**src/rtl/core/rdnss_pkg.sv**
```systemverilog
// Shared types and constants for the RDNSS option parser.
// Holds result codes, header offsets, walk modes and the queue entry format.
// No dependencies.
package rdnss_pkg;

  // Default depth of the message window (byte offset saturates here)
  localparam int MAX_MSG_BYTES_DEF = 8192;

  // Configuration port
  localparam int CFG_IDX_W  = 1;
  localparam int CFG_DATA_W = 16;
  localparam logic [CFG_IDX_W-1:0] CFG_USER_MSG_TYPE = 1'd0;
  localparam logic [CFG_IDX_W-1:0] CFG_DNS_OPT_TYPE  = 1'd1;
  localparam logic [15:0] DEF_USER_MSG_TYPE = 16'd68;
  localparam logic [7:0]  DEF_DNS_OPT_TYPE  = 8'd25;

  // Protocol constants
  localparam logic [7:0] FAMILY_INET6       = 8'd10;
  localparam logic [7:0] ICMP_ROUTER_ADVERT = 8'd134;
  localparam logic [7:0] ICMP_CODE_NONE     = 8'd0;

  // Header byte offsets
  localparam int OPTIONS_BASE = 32;
  localparam logic [4:0] OFS_MSG_TYPE_HI = 5'd5;
  localparam logic [4:0] OFS_FAMILY      = 5'd16;
  localparam logic [4:0] OFS_OPT_LEN_LO  = 5'd18;
  localparam logic [4:0] OFS_OPT_LEN_HI  = 5'd19;
  localparam logic [4:0] OFS_ICMP_TYPE   = 5'd24;
  localparam logic [4:0] OFS_ICMP_CODE   = 5'd25;

  // Result kinds
  localparam logic [1:0] KIND_OPTION = 2'd0;
  localparam logic [1:0] KIND_ADDR   = 2'd1;
  localparam logic [1:0] KIND_DONE   = 2'd2;

  // Message status codes
  localparam logic [2:0] ST_OK         = 3'd0;
  localparam logic [2:0] ST_WRONG_TYPE = 3'd1;
  localparam logic [2:0] ST_NOT_RA     = 3'd2;
  localparam logic [2:0] ST_TRUNCATED  = 3'd3;
  localparam logic [2:0] ST_STRAY      = 3'd4;
  localparam logic [2:0] ST_ZERO_LEN   = 3'd5;

  // Queue between parser front and result back
  localparam int QUEUE_DEPTH = 4;
  localparam int QPTR_W      = $clog2(QUEUE_DEPTH);

  typedef enum logic [1:0] {
    MODE_HEADER,
    MODE_WALK,
    MODE_STOPPED,
    MODE_REJECT
  } walk_mode_t;

  typedef struct packed {
    logic [15:0] user_msg_type;
    logic [7:0]  dns_type;
  } rdnss_cfg_t;

  // Work for the back end caused by one byte: an optional option or
  // address result, then an optional done status.
  typedef struct packed {
    logic        has_evt;
    logic        evt_is_addr;
    logic [7:0]  opt_type;
    logic [10:0] opt_bytes;
    logic [63:0] addr_hi;
    logic [63:0] addr_lo;
    logic [31:0] lifetime;
    logic        has_done;
    logic [2:0]  done_status;
  } rdnss_entry_t;

  typedef struct packed {
    logic [1:0]  kind;
    logic [7:0]  option_type;
    logic [10:0] option_bytes;
    logic [63:0] address_high;
    logic [63:0] address_low;
    logic [31:0] lifetime_seconds;
    logic [2:0]  status;
    logic        run_last;
  } rdnss_result_t;

endpackage

```
**src/rtl/core/rdnss_if.sv**
```systemverilog
// Valid/ready channel interfaces for the RDNSS option parser.
// Byte input channel and result output channel; no dependencies.
interface rdnss_in_if;
  logic       valid;
  logic       ready;
  logic [7:0] data_byte;
  logic       end_of_message;

  modport source (output valid, data_byte, end_of_message, input ready);
  modport sink (input valid, data_byte, end_of_message, output ready);
endinterface

interface rdnss_out_if;
  logic        valid;
  logic        ready;
  logic [1:0]  kind;
  logic [7:0]  option_type;
  logic [10:0] option_bytes;
  logic [63:0] address_high;
  logic [63:0] address_low;
  logic [31:0] lifetime_seconds;
  logic [2:0]  status;
  logic        run_last;

  modport source (output valid, kind, option_type, option_bytes, address_high,
                  address_low, lifetime_seconds, status, run_last, input ready);
  modport sink (input valid, kind, option_type, option_bytes, address_high,
                address_low, lifetime_seconds, status, run_last, output ready);
endinterface

```
**src/rtl/core/ra_rdnss_option_parser_core.sv**
```systemverilog
// Each byte's results are written into the queue by the edge that accepts
// the byte and then loaded from it into the output register; a byte with
// an option or address result and a done status gives its second result as
// a further beat. Throughput: one byte per cycle while results are taken; a
// four-entry queue absorbs the extra output beat of message-ending bytes.
// Reset (rst_n low, synchronous) clears control state; message type 68, DNS type 25.
module ra_rdnss_option_parser_core #(
  parameter int MAX_MSG_BYTES = rdnss_pkg::MAX_MSG_BYTES_DEF
) (
  input  logic                             clk,
  input  logic                             rst_n,
  rdnss_in_if.sink                         in_bus,
  rdnss_out_if.source                      out_bus,
  input  logic                             cfg_we,
  input  logic [rdnss_pkg::CFG_IDX_W-1:0]  cfg_index,
  input  logic [rdnss_pkg::CFG_DATA_W-1:0] cfg_wdata
);

  rdnss_pkg::rdnss_cfg_t    cfg_r, cfg_nxt;
  rdnss_pkg::rdnss_entry_t  push_entry, pop_entry;
  rdnss_pkg::rdnss_result_t out_res;
  logic                     push_valid, push_ready;
  logic                     pop_valid, pop;

  // Write configuration registers
  always_comb begin
    cfg_nxt = cfg_r;
    if (cfg_we) begin
      case (cfg_index)
        rdnss_pkg::CFG_USER_MSG_TYPE: cfg_nxt.user_msg_type = cfg_wdata[15:0];
        rdnss_pkg::CFG_DNS_OPT_TYPE:  cfg_nxt.dns_type      = cfg_wdata[7:0];
        default:                      cfg_nxt               = cfg_r;
      endcase
    end
  end

  always_ff @(posedge clk) begin
    if (!rst_n) begin
      cfg_r.user_msg_type <= rdnss_pkg::DEF_USER_MSG_TYPE;
      cfg_r.dns_type      <= rdnss_pkg::DEF_DNS_OPT_TYPE;
    end else begin
      cfg_r <= cfg_nxt;
    end
  end

  rdnss_front #(
    .MAX_MSG_BYTES (MAX_MSG_BYTES)
  ) u_front (
    .clk        (clk),
    .rst_n      (rst_n),
    .in_valid   (in_bus.valid),
    .in_ready   (in_bus.ready),
    .in_byte    (in_bus.data_byte),
    .in_eom     (in_bus.end_of_message),
    .cfg        (cfg_r),
    .push_ready (push_ready),
    .push_valid (push_valid),
    .push_entry (push_entry)
  );

  rdnss_fifo u_fifo (
    .clk        (clk),
    .rst_n      (rst_n),
    .push_valid (push_valid),
    .push_ready (push_ready),
    .push_entry (push_entry),
    .pop_valid  (pop_valid),
    .pop        (pop),
    .pop_entry  (pop_entry)
  );

  rdnss_back u_back (
    .clk       (clk),
    .rst_n     (rst_n),
    .pop_valid (pop_valid),
    .pop_entry (pop_entry),
    .pop       (pop),
    .out_ready (out_bus.ready),
    .out_valid (out_bus.valid),
    .out_res   (out_res)
  );

  // Drive result channel fields
  assign out_bus.kind             = out_res.kind;
  assign out_bus.option_type      = out_res.option_type;
  assign out_bus.option_bytes     = out_res.option_bytes;
  assign out_bus.address_high     = out_res.address_high;
  assign out_bus.address_low      = out_res.address_low;
  assign out_bus.lifetime_seconds = out_res.lifetime_seconds;
  assign out_bus.status           = out_res.status;
  assign out_bus.run_last         = out_res.run_last;

endmodule

```
**src/rtl/core/rdnss_front.sv**
```systemverilog
// Parser front end: takes one message byte a beat, tracks header and option
// walk state, and pushes the results of each byte into the queue.
// Depends on rdnss_pkg.
module rdnss_front #(
  parameter int MAX_MSG_BYTES = rdnss_pkg::MAX_MSG_BYTES_DEF
) (
  input  logic                     clk,
  input  logic                     rst_n,
  input  logic                     in_valid,
  output logic                     in_ready,
  input  logic [7:0]               in_byte,
  input  logic                     in_eom,
  input  rdnss_pkg::rdnss_cfg_t    cfg,
  input  logic                     push_ready,
  output logic                     push_valid,
  output rdnss_pkg::rdnss_entry_t  push_entry
);

  localparam int OFF_W = $clog2(MAX_MSG_BYTES + 1);
  localparam int CW    = ((OFF_W > 17) ? OFF_W : 17) + 1;

  // Parse state
  logic [OFF_W-1:0]      off_r, off_nxt;
  logic [31:0]           decl_len_r, decl_len_nxt;
  logic [15:0]           msg_type_r, msg_type_nxt;
  logic [15:0]           opt_len_r, opt_len_nxt;
  logic [7:0]            family_r, family_nxt;
  logic [7:0]            icmp_type_r, icmp_type_nxt;
  rdnss_pkg::walk_mode_t mode_r, mode_nxt;
  logic [OFF_W-1:0]      opt_start_r, opt_start_nxt;
  logic [7:0]            cur_type_r, cur_type_nxt;
  logic [10:0]           cur_bytes_r, cur_bytes_nxt;
  logic [31:0]           lifetime_r, lifetime_nxt;
  logic [63:0]           addr_hi_r, addr_hi_nxt;
  logic [63:0]           addr_lo_r, addr_lo_nxt;
  logic [2:0]            status_r, status_nxt;

  logic            accept;
  logic            in_range;
  logic            in_hdr_window;
  logic [4:0]      hdr_ofs;
  logic [CW-1:0]   o_ext, end_ext, start_ext, rel_w, nb_end;
  logic [10:0]     rel;
  logic [10:0]     nb;
  logic            is_dns;
  logic            rel_last;
  logic [15:0]     msg_type_full;
  rdnss_pkg::rdnss_entry_t entry;

  assign in_ready = push_ready;
  assign accept   = in_valid && push_ready;

  // Offsets and option-region arithmetic
  assign in_range      = off_r < OFF_W'(MAX_MSG_BYTES);
  assign in_hdr_window = off_r < OFF_W'(rdnss_pkg::OPTIONS_BASE);
  assign hdr_ofs       = off_r[4:0];
  assign o_ext         = CW'(off_r);
  assign end_ext       = CW'(opt_len_r) + CW'(rdnss_pkg::OPTIONS_BASE);
  assign start_ext     = CW'(opt_start_r);
  assign rel_w         = o_ext - start_ext;
  assign rel           = rel_w[10:0];
  assign nb            = {in_byte, 3'b000};
  assign nb_end        = start_ext + CW'(nb);
  assign msg_type_full = {in_byte, msg_type_r[7:0]};
  assign is_dns        = (cur_type_r == cfg.dns_type) && (cur_bytes_r[10:3] >= 8'd3) &&
                         cur_bytes_r[3];
  assign rel_last      = (12'(rel) + 12'd1) >= 12'(cur_bytes_r);

  // Next state and queue entry for the byte on the input
  always_comb begin
    off_nxt       = off_r;
    decl_len_nxt  = decl_len_r;
    msg_type_nxt  = msg_type_r;
    opt_len_nxt   = opt_len_r;
    family_nxt    = family_r;
    icmp_type_nxt = icmp_type_r;
    mode_nxt      = mode_r;
    opt_start_nxt = opt_start_r;
    cur_type_nxt  = cur_type_r;
    cur_bytes_nxt = cur_bytes_r;
    lifetime_nxt  = lifetime_r;
    addr_hi_nxt   = addr_hi_r;
    addr_lo_nxt   = addr_lo_r;
    status_nxt    = status_r;
    entry         = '0;

    if (accept) begin
      if (in_range && mode_r == rdnss_pkg::MODE_HEADER && in_hdr_window) begin
        // Collect header fields; check them at the type and code bytes
        if (hdr_ofs < 5'd4) begin
          decl_len_nxt = decl_len_r | (32'(in_byte) << {hdr_ofs[1:0], 3'b000});
        end else if (hdr_ofs < rdnss_pkg::OFS_MSG_TYPE_HI) begin
          msg_type_nxt = {msg_type_r[15:8], in_byte};
        end else if (hdr_ofs == rdnss_pkg::OFS_MSG_TYPE_HI) begin
          msg_type_nxt = msg_type_full;
          if (msg_type_full != cfg.user_msg_type) begin
            status_nxt = rdnss_pkg::ST_WRONG_TYPE;
            mode_nxt   = rdnss_pkg::MODE_REJECT;
          end
        end else if (hdr_ofs == rdnss_pkg::OFS_FAMILY) begin
          family_nxt = in_byte;
        end else if (hdr_ofs == rdnss_pkg::OFS_OPT_LEN_LO) begin
          opt_len_nxt = {opt_len_r[15:8], in_byte};
        end else if (hdr_ofs == rdnss_pkg::OFS_OPT_LEN_HI) begin
          opt_len_nxt = {in_byte, opt_len_r[7:0]};
        end else if (hdr_ofs == rdnss_pkg::OFS_ICMP_TYPE) begin
          icmp_type_nxt = in_byte;
        end else if (hdr_ofs == rdnss_pkg::OFS_ICMP_CODE) begin
          if (family_r != rdnss_pkg::FAMILY_INET6 ||
              icmp_type_r != rdnss_pkg::ICMP_ROUTER_ADVERT ||
              in_byte != rdnss_pkg::ICMP_CODE_NONE) begin
            status_nxt = rdnss_pkg::ST_NOT_RA;
            mode_nxt   = rdnss_pkg::MODE_REJECT;
          end else if (33'(end_ext) > 33'(decl_len_r) ||
                       end_ext > CW'(MAX_MSG_BYTES)) begin
            status_nxt = rdnss_pkg::ST_TRUNCATED;
            mode_nxt   = rdnss_pkg::MODE_REJECT;
          end else begin
            opt_start_nxt = OFF_W'(rdnss_pkg::OPTIONS_BASE);
            mode_nxt      = rdnss_pkg::MODE_WALK;
          end
        end
      end else if (in_range && mode_r == rdnss_pkg::MODE_WALK && !in_hdr_window) begin
        // Walk the type-length options
        if (o_ext >= end_ext || start_ext >= end_ext) begin
          mode_nxt = rdnss_pkg::MODE_STOPPED;
        end else if (rel == 11'd0) begin
          cur_type_nxt  = in_byte;
          cur_bytes_nxt = '0;
          if (o_ext + CW'(1) >= end_ext) begin
            status_nxt = rdnss_pkg::ST_STRAY;
            mode_nxt   = rdnss_pkg::MODE_STOPPED;
          end
        end else if (rel == 11'd1) begin
          cur_bytes_nxt = nb;
          if (nb == 11'd0) begin
            status_nxt = rdnss_pkg::ST_ZERO_LEN;
            mode_nxt   = rdnss_pkg::MODE_STOPPED;
          end else if (nb_end > end_ext) begin
            status_nxt = rdnss_pkg::ST_STRAY;
            mode_nxt   = rdnss_pkg::MODE_STOPPED;
          end else begin
            entry.has_evt   = 1'b1;
            entry.opt_type  = cur_type_r;
            entry.opt_bytes = nb;
          end
        end else begin
          if (is_dns) begin
            if (rel >= 11'd4 && rel <= 11'd7) begin
              lifetime_nxt = {lifetime_r[23:0], in_byte};
            end else if (rel >= 11'd8) begin
              addr_hi_nxt = {addr_hi_r[55:0], addr_lo_r[63:56]};
              addr_lo_nxt = {addr_lo_r[55:0], in_byte};
              // last byte of each 16-byte address
              if (rel[3:0] == 4'd7) begin
                entry.has_evt     = 1'b1;
                entry.evt_is_addr = 1'b1;
                entry.opt_type    = cur_type_r;
                entry.opt_bytes   = cur_bytes_r;
                entry.addr_hi     = {addr_hi_r[55:0], addr_lo_r[63:56]};
                entry.addr_lo     = {addr_lo_r[55:0], in_byte};
                entry.lifetime    = lifetime_r;
              end
            end
          end
          if (rel_last) begin
            opt_start_nxt = OFF_W'(start_ext + CW'(cur_bytes_r));
          end
        end
      end

      if (in_eom) begin
        // Close the message and return to reset state
        entry.has_done = 1'b1;
        case (mode_nxt)
          rdnss_pkg::MODE_HEADER: entry.done_status = rdnss_pkg::ST_TRUNCATED;
          rdnss_pkg::MODE_WALK: begin
            entry.done_status = (o_ext + CW'(1) < end_ext) ? rdnss_pkg::ST_TRUNCATED
                                                           : rdnss_pkg::ST_OK;
          end
          default: entry.done_status = status_nxt;
        endcase
        off_nxt       = '0;
        decl_len_nxt  = '0;
        msg_type_nxt  = '0;
        opt_len_nxt   = '0;
        family_nxt    = '0;
        icmp_type_nxt = '0;
        mode_nxt      = rdnss_pkg::MODE_HEADER;
        opt_start_nxt = '0;
        cur_type_nxt  = '0;
        cur_bytes_nxt = '0;
        lifetime_nxt  = '0;
        addr_hi_nxt   = '0;
        addr_lo_nxt   = '0;
        status_nxt    = '0;
      end else if (in_range) begin
        off_nxt = off_r + OFF_W'(1);
      end
    end
  end

  assign push_valid = accept && (entry.has_evt || entry.has_done);
  assign push_entry = entry;

  // State registers
  always_ff @(posedge clk) begin
    if (!rst_n) begin
      off_r       <= '0;
      decl_len_r  <= '0;
      msg_type_r  <= '0;
      opt_len_r   <= '0;
      family_r    <= '0;
      icmp_type_r <= '0;
      mode_r      <= rdnss_pkg::MODE_HEADER;
      opt_start_r <= '0;
      cur_type_r  <= '0;
      cur_bytes_r <= '0;
      lifetime_r  <= '0;
      addr_hi_r   <= '0;
      addr_lo_r   <= '0;
      status_r    <= '0;
    end else begin
      off_r       <= off_nxt;
      decl_len_r  <= decl_len_nxt;
      msg_type_r  <= msg_type_nxt;
      opt_len_r   <= opt_len_nxt;
      family_r    <= family_nxt;
      icmp_type_r <= icmp_type_nxt;
      mode_r      <= mode_nxt;
      opt_start_r <= opt_start_nxt;
      cur_type_r  <= cur_type_nxt;
      cur_bytes_r <= cur_bytes_nxt;
      lifetime_r  <= lifetime_nxt;
      addr_hi_r   <= addr_hi_nxt;
      addr_lo_r   <= addr_lo_nxt;
      status_r    <= status_nxt;
    end
  end

endmodule

```
**src/rtl/core/rdnss_fifo.sv**
```systemverilog
// Short queue of per-byte work between the parser front and the result back.
// Depends on rdnss_pkg for the entry format and depth.
module rdnss_fifo (
  input  logic                     clk,
  input  logic                     rst_n,
  input  logic                     push_valid,
  output logic                     push_ready,
  input  rdnss_pkg::rdnss_entry_t  push_entry,
  output logic                     pop_valid,
  input  logic                     pop,
  output rdnss_pkg::rdnss_entry_t  pop_entry
);

  localparam int CNT_W = $clog2(rdnss_pkg::QUEUE_DEPTH + 1);
  localparam int PTR_W = rdnss_pkg::QPTR_W;

  rdnss_pkg::rdnss_entry_t          mem_r [rdnss_pkg::QUEUE_DEPTH];
  logic [PTR_W-1:0]                 wr_ptr_r, wr_ptr_nxt;
  logic [PTR_W-1:0]                 rd_ptr_r, rd_ptr_nxt;
  logic [CNT_W-1:0]                 count_r, count_nxt;
  logic                             do_push, do_pop;

  assign push_ready = count_r != CNT_W'(rdnss_pkg::QUEUE_DEPTH);
  assign pop_valid  = count_r != '0;
  assign pop_entry  = mem_r[rd_ptr_r];
  assign do_push    = push_valid && push_ready;
  assign do_pop     = pop && pop_valid;

  // Advance pointers and occupancy
  always_comb begin
    wr_ptr_nxt = do_push ? wr_ptr_r + PTR_W'(1) : wr_ptr_r;
    rd_ptr_nxt = do_pop ? rd_ptr_r + PTR_W'(1) : rd_ptr_r;
    count_nxt  = count_r;
    if (do_push && !do_pop) begin
      count_nxt = count_r + CNT_W'(1);
    end else if (do_pop && !do_push) begin
      count_nxt = count_r - CNT_W'(1);
    end
  end

  always_ff @(posedge clk) begin
    if (!rst_n) begin
      wr_ptr_r <= '0;
      rd_ptr_r <= '0;
      count_r  <= '0;
    end else begin
      wr_ptr_r <= wr_ptr_nxt;
      rd_ptr_r <= rd_ptr_nxt;
      count_r  <= count_nxt;
    end
  end

  // Store entries
  always_ff @(posedge clk) begin
    if (do_push) begin
      mem_r[wr_ptr_r] <= push_entry;
    end
  end

endmodule

```
**src/rtl/core/rdnss_back.sv**
```systemverilog
// Result back end: expands each queued entry into one or two result beats
// and holds them in the output register until taken. Depends on rdnss_pkg.
module rdnss_back (
  input  logic                     clk,
  input  logic                     rst_n,
  input  logic                     pop_valid,
  input  rdnss_pkg::rdnss_entry_t  pop_entry,
  output logic                     pop,
  input  logic                     out_ready,
  output logic                     out_valid,
  output rdnss_pkg::rdnss_result_t out_res
);

  logic                     out_valid_r, out_valid_nxt;
  logic                     phase_r, phase_nxt;
  rdnss_pkg::rdnss_result_t res_r, res_nxt;
  logic                     load;
  logic                     emit_evt;

  assign load     = pop_valid && (!out_valid_r || out_ready);
  assign emit_evt = pop_entry.has_evt && !phase_r;

  // Pick the next beat of the head entry
  always_comb begin
    res_nxt       = res_r;
    phase_nxt     = phase_r;
    pop           = 1'b0;
    out_valid_nxt = out_valid_r && !out_ready;
    if (load) begin
      out_valid_nxt = 1'b1;
      res_nxt       = '0;
      if (emit_evt) begin
        res_nxt.kind             = pop_entry.evt_is_addr ? rdnss_pkg::KIND_ADDR
                                                         : rdnss_pkg::KIND_OPTION;
        res_nxt.option_type      = pop_entry.opt_type;
        res_nxt.option_bytes     = pop_entry.opt_bytes;
        res_nxt.address_high     = pop_entry.addr_hi;
        res_nxt.address_low      = pop_entry.addr_lo;
        res_nxt.lifetime_seconds = pop_entry.lifetime;
        res_nxt.run_last         = !pop_entry.has_done;
        phase_nxt                = pop_entry.has_done;
        pop                      = !pop_entry.has_done;
      end else begin
        res_nxt.kind     = rdnss_pkg::KIND_DONE;
        res_nxt.status   = pop_entry.done_status;
        res_nxt.run_last = 1'b1;
        phase_nxt        = 1'b0;
        pop              = 1'b1;
      end
    end
  end

  always_ff @(posedge clk) begin
    if (!rst_n) begin
      out_valid_r <= 1'b0;
      phase_r     <= 1'b0;
    end else begin
      out_valid_r <= out_valid_nxt;
      phase_r     <= phase_nxt;
    end
  end

  // Hold the result payload
  always_ff @(posedge clk) begin
    res_r <= res_nxt;
  end

  assign out_valid = out_valid_r;
  assign out_res   = res_r;

endmodule

```
**src/flat_wrapper.sv**
```systemverilog
// flat-port wrapper written by rule: the top's interface ports become plain ports
module ra_rdnss_option_parser_core_flat 
#(
  parameter int MAX_MSG_BYTES = rdnss_pkg::MAX_MSG_BYTES_DEF
)
  (clk, rst_n, cfg_we, cfg_index, cfg_wdata, in_bus_valid, in_bus_data_byte, in_bus_end_of_message, in_bus_ready, out_bus_valid, out_bus_kind, out_bus_option_type, out_bus_option_bytes, out_bus_address_high, out_bus_address_low, out_bus_lifetime_seconds, out_bus_status, out_bus_run_last, out_bus_ready);
  rdnss_in_if in_bus_i ();
  rdnss_out_if out_bus_i ();
  input  logic clk;
  input  logic rst_n;
  input  logic cfg_we;
  input  logic [rdnss_pkg::CFG_IDX_W-1:0] cfg_index;
  input  logic [rdnss_pkg::CFG_DATA_W-1:0] cfg_wdata;
  input wire logic [$bits(in_bus_i.valid)-1:0] in_bus_valid;
  input wire logic [$bits(in_bus_i.data_byte)-1:0] in_bus_data_byte;
  input wire logic [$bits(in_bus_i.end_of_message)-1:0] in_bus_end_of_message;
  output wire logic [$bits(in_bus_i.ready)-1:0] in_bus_ready;
  output wire logic [$bits(out_bus_i.valid)-1:0] out_bus_valid;
  output wire logic [$bits(out_bus_i.kind)-1:0] out_bus_kind;
  output wire logic [$bits(out_bus_i.option_type)-1:0] out_bus_option_type;
  output wire logic [$bits(out_bus_i.option_bytes)-1:0] out_bus_option_bytes;
  output wire logic [$bits(out_bus_i.address_high)-1:0] out_bus_address_high;
  output wire logic [$bits(out_bus_i.address_low)-1:0] out_bus_address_low;
  output wire logic [$bits(out_bus_i.lifetime_seconds)-1:0] out_bus_lifetime_seconds;
  output wire logic [$bits(out_bus_i.status)-1:0] out_bus_status;
  output wire logic [$bits(out_bus_i.run_last)-1:0] out_bus_run_last;
  input wire logic [$bits(out_bus_i.ready)-1:0] out_bus_ready;
  assign in_bus_i.valid = in_bus_valid;
  assign in_bus_i.data_byte = in_bus_data_byte;
  assign in_bus_i.end_of_message = in_bus_end_of_message;
  assign in_bus_ready = in_bus_i.ready;
  assign out_bus_valid = out_bus_i.valid;
  assign out_bus_kind = out_bus_i.kind;
  assign out_bus_option_type = out_bus_i.option_type;
  assign out_bus_option_bytes = out_bus_i.option_bytes;
  assign out_bus_address_high = out_bus_i.address_high;
  assign out_bus_address_low = out_bus_i.address_low;
  assign out_bus_lifetime_seconds = out_bus_i.lifetime_seconds;
  assign out_bus_status = out_bus_i.status;
  assign out_bus_run_last = out_bus_i.run_last;
  assign out_bus_i.ready = out_bus_ready;
  ra_rdnss_option_parser_core #(.MAX_MSG_BYTES(MAX_MSG_BYTES)) u_core (.clk(clk), .rst_n(rst_n), .in_bus(in_bus_i), .out_bus(out_bus_i), .cfg_we(cfg_we), .cfg_index(cfg_index), .cfg_wdata(cfg_wdata));
endmodule
```
**config.mk**
```make
export PLATFORM = sky130hd
export DESIGN_NAME = ra_rdnss_option_parser_core_flat
export DESIGN_NICKNAME = d
export VERILOG_FILES = /design/src/rtl/core/rdnss_pkg.sv /design/src/rtl/core/rdnss_if.sv /design/src/rtl/core/ra_rdnss_option_parser_core.sv /design/src/rtl/core/rdnss_front.sv /design/src/rtl/core/rdnss_fifo.sv /design/src/rtl/core/rdnss_back.sv /design/src/flat_wrapper.sv
export SDC_FILE = /design/constraint.sdc
export NUM_CORES = 2
export LEC_CHECK = 0
export BUFFER_PORTS_ARGS = -buffer_cell sky130_fd_sc_hd__clkbuf_2
export CELL_PAD_IN_SITES_DETAIL_PLACEMENT = 0
export CELL_PAD_IN_SITES_GLOBAL_PLACEMENT = 2
export CORE_MARGIN = 5
export CORE_UTILIZATION = 48
export DETAILED_ROUTE_END_ITERATION = 8
export GPL_TIMING_DRIVEN = 0
export HOLD_SLACK_MARGIN = 0.06
export PLACE_DENSITY = 0.95
export RECOVER_POWER = 50
export REMOVE_ABC_BUFFERS = 1
export SYNTH_ARGS = -nofsm -noshare
export SYNTH_HDL_FRONTEND = slang
export SYNTH_SLANG_ARGS = --single-unit
```
**constraint.sdc**
```tcl
create_clock -name clk -period 20.5 [get_ports clk]
set_clock_uncertainty 0.05 [all_clocks]
set_input_delay 2.05 -clock clk [delete_from_list [all_inputs] [get_ports clk]]
set_output_delay 2.05 -clock clk [all_outputs]
set_load 0.01 [all_outputs]
```
# Word level (Yosys, flattened, before mapping)
# Memories as Yosys holds them, arrays and structs flattened. A register that Yosys moved wholly into a read port is not among the register bits.
# Cells that the tools add are included.
dict set report totals {
  regBits 494
  ram_bits 740
  inputBits 31
  out_inout_bits 187
  word_cells 324
  n_memories 1
}
dict set report classes {
  addsub 11
  n_lt_le_gt_ge 16
  n_eq_ne 39
  n_shift 1
  n_mux 158
  bitwise_logic 2
  n_reduce_logical 66
}
# name depth word_bits rd rd_clocked_by_memory_dff wr line
set memory_table {}
lappend memory_table {u_core.u_fifo.mem_r 4 185 1 1 1 rdnss_fifo.sv:17} ;# rdnss_pkg::rdnss_entry_t mem_r [rdnss_pkg::QUEUE_DEPTH];
# cell count
set ops {}
lappend ops {{$mux 181} 8}
lappend ops {{$mux 64} 9}
lappend ops {{$mux 56} 9}
lappend ops {{$mux 32} 11}
lappend ops {{$mux 14} 19}
lappend ops {{$mux 8} 24}
lappend ops {{$mux 185} 1}
lappend ops {{$mux 160} 1}
lappend ops {{$mux 16} 8}
lappend ops {{$mux 11} 6}
lappend ops {{$mux 3} 22}
lappend ops {{$mux 19} 3}
lappend ops {{$mux 2} 24}
lappend ops {{$ne 3x3->1 const B} 13}
lappend ops {{$ge 14x17->1} 2}
lappend ops {{$gt 17x32->1} 1}
lappend ops {{$or 32x32->32} 1}
lappend ops {{$shl 8x5->32} 1}
lappend ops {{$reduce_bool 2->1} 14}
lappend ops {{$eq 5x5->1 const B} 5}
lappend ops {{$logic_not 11->1} 2}
lappend ops {{$ne 2x2->1 const B} 11}
lappend ops {{$ge 18x17->1} 1}
lappend ops {{$reduce_and 9->1} 2}
lappend ops {{other kinds (48)} 95}

# Longest topological paths before layout
dict set report depth {
  depth_word 26
  ltp_mapped 27
  depth_no_buf 27
}

# Modules after synthesis
# A second synthesis with hierarchy kept.
dict set report unflattened {
  hier_cells 3462
  area_unflattened_um2 50921.3
}
# module n_inst cells_per_inst area_each_um2 seq_area_each_um2
set modules_own_cells {}
lappend modules_own_cells {rdnss_fifo 1 1015 27179.8 22401.5}
lappend modules_own_cells {rdnss_front 1 1941 15717.6 5405.2}
lappend modules_own_cells {rdnss_back 1 402 7045.5 5595.4}
lappend modules_own_cells {ra_rdnss_option_parser_core 1 104 978.4 480.5}

# Least setup slack after synthesis
# No wires, ideal clock.
dict set report synth_path {
  path_type {input -> register}
  startpoint {input in_bus_data_byte[1]}
  endpoint {memory u_core.u_fifo.mem_r[0][0] in the netlist's numbering (enable)}
  setup_time_ns 0.749
  arrival_time_ns 13.643
  t_required_ns 19.701
  slack_ns 6.058
  cell_stages 21
  n_path_buf 1
  path_cell_list {clkbuf_1 inv_1 fa_1 nor2b_1 o21ai_0 a21boi_0 o21a_1 o21ai_0 nand2b_1 a21o_1 nand3_1 xnor2_1 ha_1 a21oi_1 o311ai_0 a211oi_1 a21oi_1 or3_1 nor3_4 nor3_4 nor2b_1}
}
dict set report synth_between {
  elab_chain_len 15
  elab_cells_between_ends 16
  classes_between {add/sub (1); order compare (1); mux (10); reduce/logical (4)}
}
# element line
set synth_lines {}
lappend synth_lines {{start: declaration} flat_wrapper.sv:15} ;# input wire logic [$bits(in_bus_i.data_byte)-1:0] in_bus_data_byte;
lappend synth_lines {{$add 14x11->15} rdnss_front.sv:63} ;# assign nb_end = start_ext + CW'(nb);
lappend synth_lines {{$gt 15x17->1} rdnss_front.sv:139} ;# end else if (nb_end > end_ext) begin
lappend synth_lines {{$mux 1} rdnss_front.sv:139}
lappend synth_lines {{$mux 1 (*)} rdnss_front.sv:136} ;# if (nb == 11'd0) begin
lappend synth_lines {{$mux 1 (*)} rdnss_front.sv:134} ;# end else if (rel == 11'd1) begin
lappend synth_lines {{$mux 181 (*)} rdnss_front.sv:127} ;# end else if (rel == 11'd0) begin
lappend synth_lines {{$mux 181 (*)} rdnss_front.sv:125} ;# if (o_ext >= end_ext || start_ext >= end_ext) begin
lappend synth_lines {{$mux 181 (*)} rdnss_front.sv:123} ;# end else if (in_range && mode_r == rdnss_pkg::MODE_WALK && !in_hdr_window) begin
lappend synth_lines {{$mux 181 (*)} rdnss_front.sv:88} ;# if (in_range && mode_r == rdnss_pkg::MODE_HEADER && in_hdr_window) begin
lappend synth_lines {{$mux 185 (*)} rdnss_front.sv:87} ;# if (accept) begin
lappend synth_lines {{$logic_or 1x1->1 (*)} rdnss_front.sv:203} ;# assign push_valid = accept && (entry.has_evt || entry.has_done);
lappend synth_lines {{$logic_and 1x1->1 (*)} rdnss_front.sv:203}
lappend synth_lines {{$logic_and 1x1->1 (*)} rdnss_fifo.sv:26} ;# assign do_push = push_valid && push_ready;
lappend synth_lines {{$mux 1 (*)} rdnss_fifo.sv:55} ;# if (do_push) begin
lappend synth_lines {{$mux 1 (implied by the code) (*)} rdnss_fifo.sv:56} ;# mem_r[wr_ptr_r] <= push_entry;
lappend synth_lines {{end: declaration} rdnss_fifo.sv:17}
# Mark *: on every way between the ends. The rest lies on a longest branch, timed or not.

==> reports/metrics.cfg <==
[logic_synthesis]
synthTopCellsByArea=edfxtp_1 54%, dfxtp_1 12%, mux4_2 8.0%
synthAdderAreaFrac_pct=2.89
muxShareOfSynthArea_pct=11.5
avgSynthCellArea_um2=14.4
async_flop_share_pct=0
synthTopCellsByCount=910 x edfxtp_1, 305 x dfxtp_1, 303 x nor2_1
yosysWarnings=0
synth_ff_type=edfxtp_1
yosysSeqAreaShare_pct=65.6
ys_types=91
synth_most_common_cell=edfxtp_1
synth_compound_area_share_pct=4.01
ys_ff_latch=1215
syn_area_um2=50900
synthXorXnorAreaFrac_pct=1.47
synth_area_leader_cell=edfxtp_1
synth_top_family_by_area=simple AND/OR/NAND/NOR gates
synth_cells=3534
synth_edf_count=910
yosysTopAreaCellShare_pct=53.7
synthSimpleGateAreaFrac_pct=12.0

[worst_setup_path]
end_kind=flop
r2r_cells=12
worstSetupPathType=flop to flop
cp-start-kind=flop
worstPathRequired_ns=20.76
cp-endpoint=u_core.u_fifo.count_r[2]
crit_arrival_ns=12.64
crit_fanout=69
r2r_slack_ns=8.13
reg2reg_to=u_core.u_fifo.count_r[2]

[sta]
rsz0062_at_grt=no
finalCritPeriodShare_pct=60.4
finalHoldViolCount=0
fmax_ghz=0.0808
setup_viol=0
tightest_slew_ns=6.81
timing.slew.headroom_pct=-354
min_period_ns=12.37
drv_slew=807

[placement]
dpl_cell_area_um2=54300
placement.io_buffers=214
dp.cells=4992
dp_hpwl_um=74300
gp_congestion=0.862

[die]
initial_utilization_pct=48.3
dieArea_um2=113000
die_w_um=336
io_pins=218
core_um2=105000
num_rows=119
die_y_um=336

[pwr]
power_frac_seq_pct=48.7
p_sw_mw=1.77
p_int_mw=4.67
power.leakage_nw=20.8
ir_worst_vdd_mv=0.0791
p_sw_share_pct=27.5
pwr-share-comb_pct=18.3
p_clk_share_pct=33.1
pwr_density_cell_nw_per_um2=112

[clocking]
cts_tree=done
post_cts_resized=0
cts.sinks=1215
htree_levels=3
cts_buffers=119
clockRootBuffer=clkbuf_16
path_clk_slew_ns=0.06
insertion_delay_ns=0.71
clockBufferDepth=3
cts_hold_buffers=0
cts_setup_buffers=0

[drt]
totalWireLength_um=118000
drc=0
drtIter0Drc=2151
first_pass_iters=5
via_per_inst=5.65
post_drt_wl_per_cell_um=22.5
num_vias=29500
postRouteAntennaNets=0

[layout]
multi_input_area_um2=16300
nNetsFinal=3869
num_antenna_cells=0
final_area_um2=57600
stdcell_count=5219
seq_area_um2=33400
syn_to_final_growth_pct=13.0
nFillCells=8542
drive_gt1_share_pct=11.8

[global_route]
grt_pass1_vias=29300
antenna_found_initial=6
grt.overflow.total=0
grt_max_degree=132
grt_pass1_wl_um=179000
track_usage_pct=20.6

[min_path]
hold_path_class=flop to flop

[status]
status=finished, violations left
violations=max-capacitance violations, max-slew violations

[job]
maxCapViolCount=18

-- worst min-delay path by stage --
stage / startpoint / endpoint / slack, ns / cells after the start
2_1_floorplan: u_core.u_front.status_r[1] / u_core.u_front.status_r[1] / 0.38 / 2
6_report: u_core.u_front.status_r[1] / u_core.u_front.status_r[1] / 0.42 / 2
5_1_grt: u_core.u_front.status_r[1] / u_core.u_front.status_r[1] / 0.44 / 2
3_3_place_gp: u_core.u_front.status_r[1] / u_core.u_front.status_r[1] / 0.39 / 2
3_5_place_dp: u_core.u_front.decl_len_r[10] / u_core.u_front.decl_len_r[10] / 0.41 / 2
4_1_cts: u_core.u_front.status_r[1] / u_core.u_front.status_r[1] / 0.42 / 2
-- cell families (layout without fill, tap and decap cells) --
group | after synthesis | in the layout
flops | 1215 | 1215
compound gates | 319 | 319
simple gates | 1147 | 1147
buf+inv | 294 | 585
xor+xnor | 83 | 83
fa+ha+maj | 116 | 116
mux | 358 | 358
other cells | 2 | 5
-- cell type report --
type / instances / area share (%)
clock buffers: 164 / 5.70
flip-flops and latches: 1215 / 58.1
well taps: 1391 / 3.02
clock inverters: 63 / 1.00
inverters: 84 / 0.558
repair buffers: 274 / 3.40
multi-input cells: 2028 / 28.3
-- routing by layer --
layer / GRT usage (%) / part of all wire, % / up-vias
met5: 0 / 0.011 / -
met4: 5.33 / 2.1 / 2
met3: 3.42 / 5.8 / 145
met2: 34.8 / 49 / 857
met1: 28.1 / 43 / 14900
li1: - / - / 13600
-- registers in the layout, summed over array words and instances, names as in the netlist, 16 cells and up, named ones only --
| register | cells |
|---|---|
| u_core.u_front.opt_len_r | 16 |
| u_core.u_front.addr_hi_r | 56 |
| u_core.u_back.out_res | 182 |
| u_core.u_fifo.mem_r | 728 |
| u_core.u_front.addr_lo_r | 64 |
| u_core.u_front.lifetime_r | 32 |
| u_core.u_front.decl_len_r | 32 |
| u_core.cfg_r | 24 |
-- stage by stage --
stage / setup WS (ns) / setup TNS (ns) / hold WS, ns / util, % / total power, mW
detailed placement: 11.19 / 0 / 0.407 / 51.5 / 4.46
floorplan: 6.18 / 0 / 0.382 / - / 4.10
CTS: 11.94 / 0 / 0.420 / 55.1 / 6.59
global placement: -4.87 / -3493.82 / 0.395 / 50.1 / 4.77
finish: 8.13 / 0 / 0.417 / 54.6 / 6.43
global route: 7.04 / 0 / 0.440 / 54.6 / 6.72
-- power by group through the flow --
stage	clock network [mW]	logic (mW)	registers (mW)
2_1_floorplan	0	0.699	3.40
3_3_place_gp	0	1.31	3.46
3_5_place_dp	0	1.29	3.18
4_1_cts	2.17	1.29	3.13
5_1_grt	2.28	1.28	3.16
6_report	2.13	1.18	3.13
-- layout by cell type, fill, tap and decap left out, types with 10 or more instances in the layout --
cell       synthesis  layout
inv_1             82      82
mux4_2           182     182
nor2_1           303     303
o21ai_0           40      41
and3_1           191     191
clkinv_2           0      12
clkbuf_1         137     233
a21oi_1          140     139
nor3_1            29      29
nand2_1          136     135
a22oi_1           29      29
buf_16             0      21
nand4_1           19      19
nand3_1           67      67
nor2b_1          138     133
mux2i_1          175     175
dfxtp_1          305     304
clkbuf_16          0     121
and2_0             0     105
a21o_1            19      19
buf_12             0      22
xnor2_1           61      61
nand2b_1          16      16
clkinv_1           1      32
ha_1             113     113
edfxtp_1         910     910
clkbuf_8           0      10
and2_1           174      69
clkbuf_2           0      28
nor4_1            28      28
xor2_1            20      20
-- critical path, cell delays in order, from the launching register on --
cell and delay (ns):
dfxtp_1 1.13, clkbuf_1 2.61, clkbuf_1 2.54, mux4_2 1.45
clkbuf_1 2.22, nand3_1 0.47, nand2_1 0.32, ha_1 0.23
inv_1 0.07, fa_1 0.42, xor2_1 0.17, o21ai_0 0.15
a21oi_1 0.08
No activity file was read; power rests on OpenSTA's default activity.
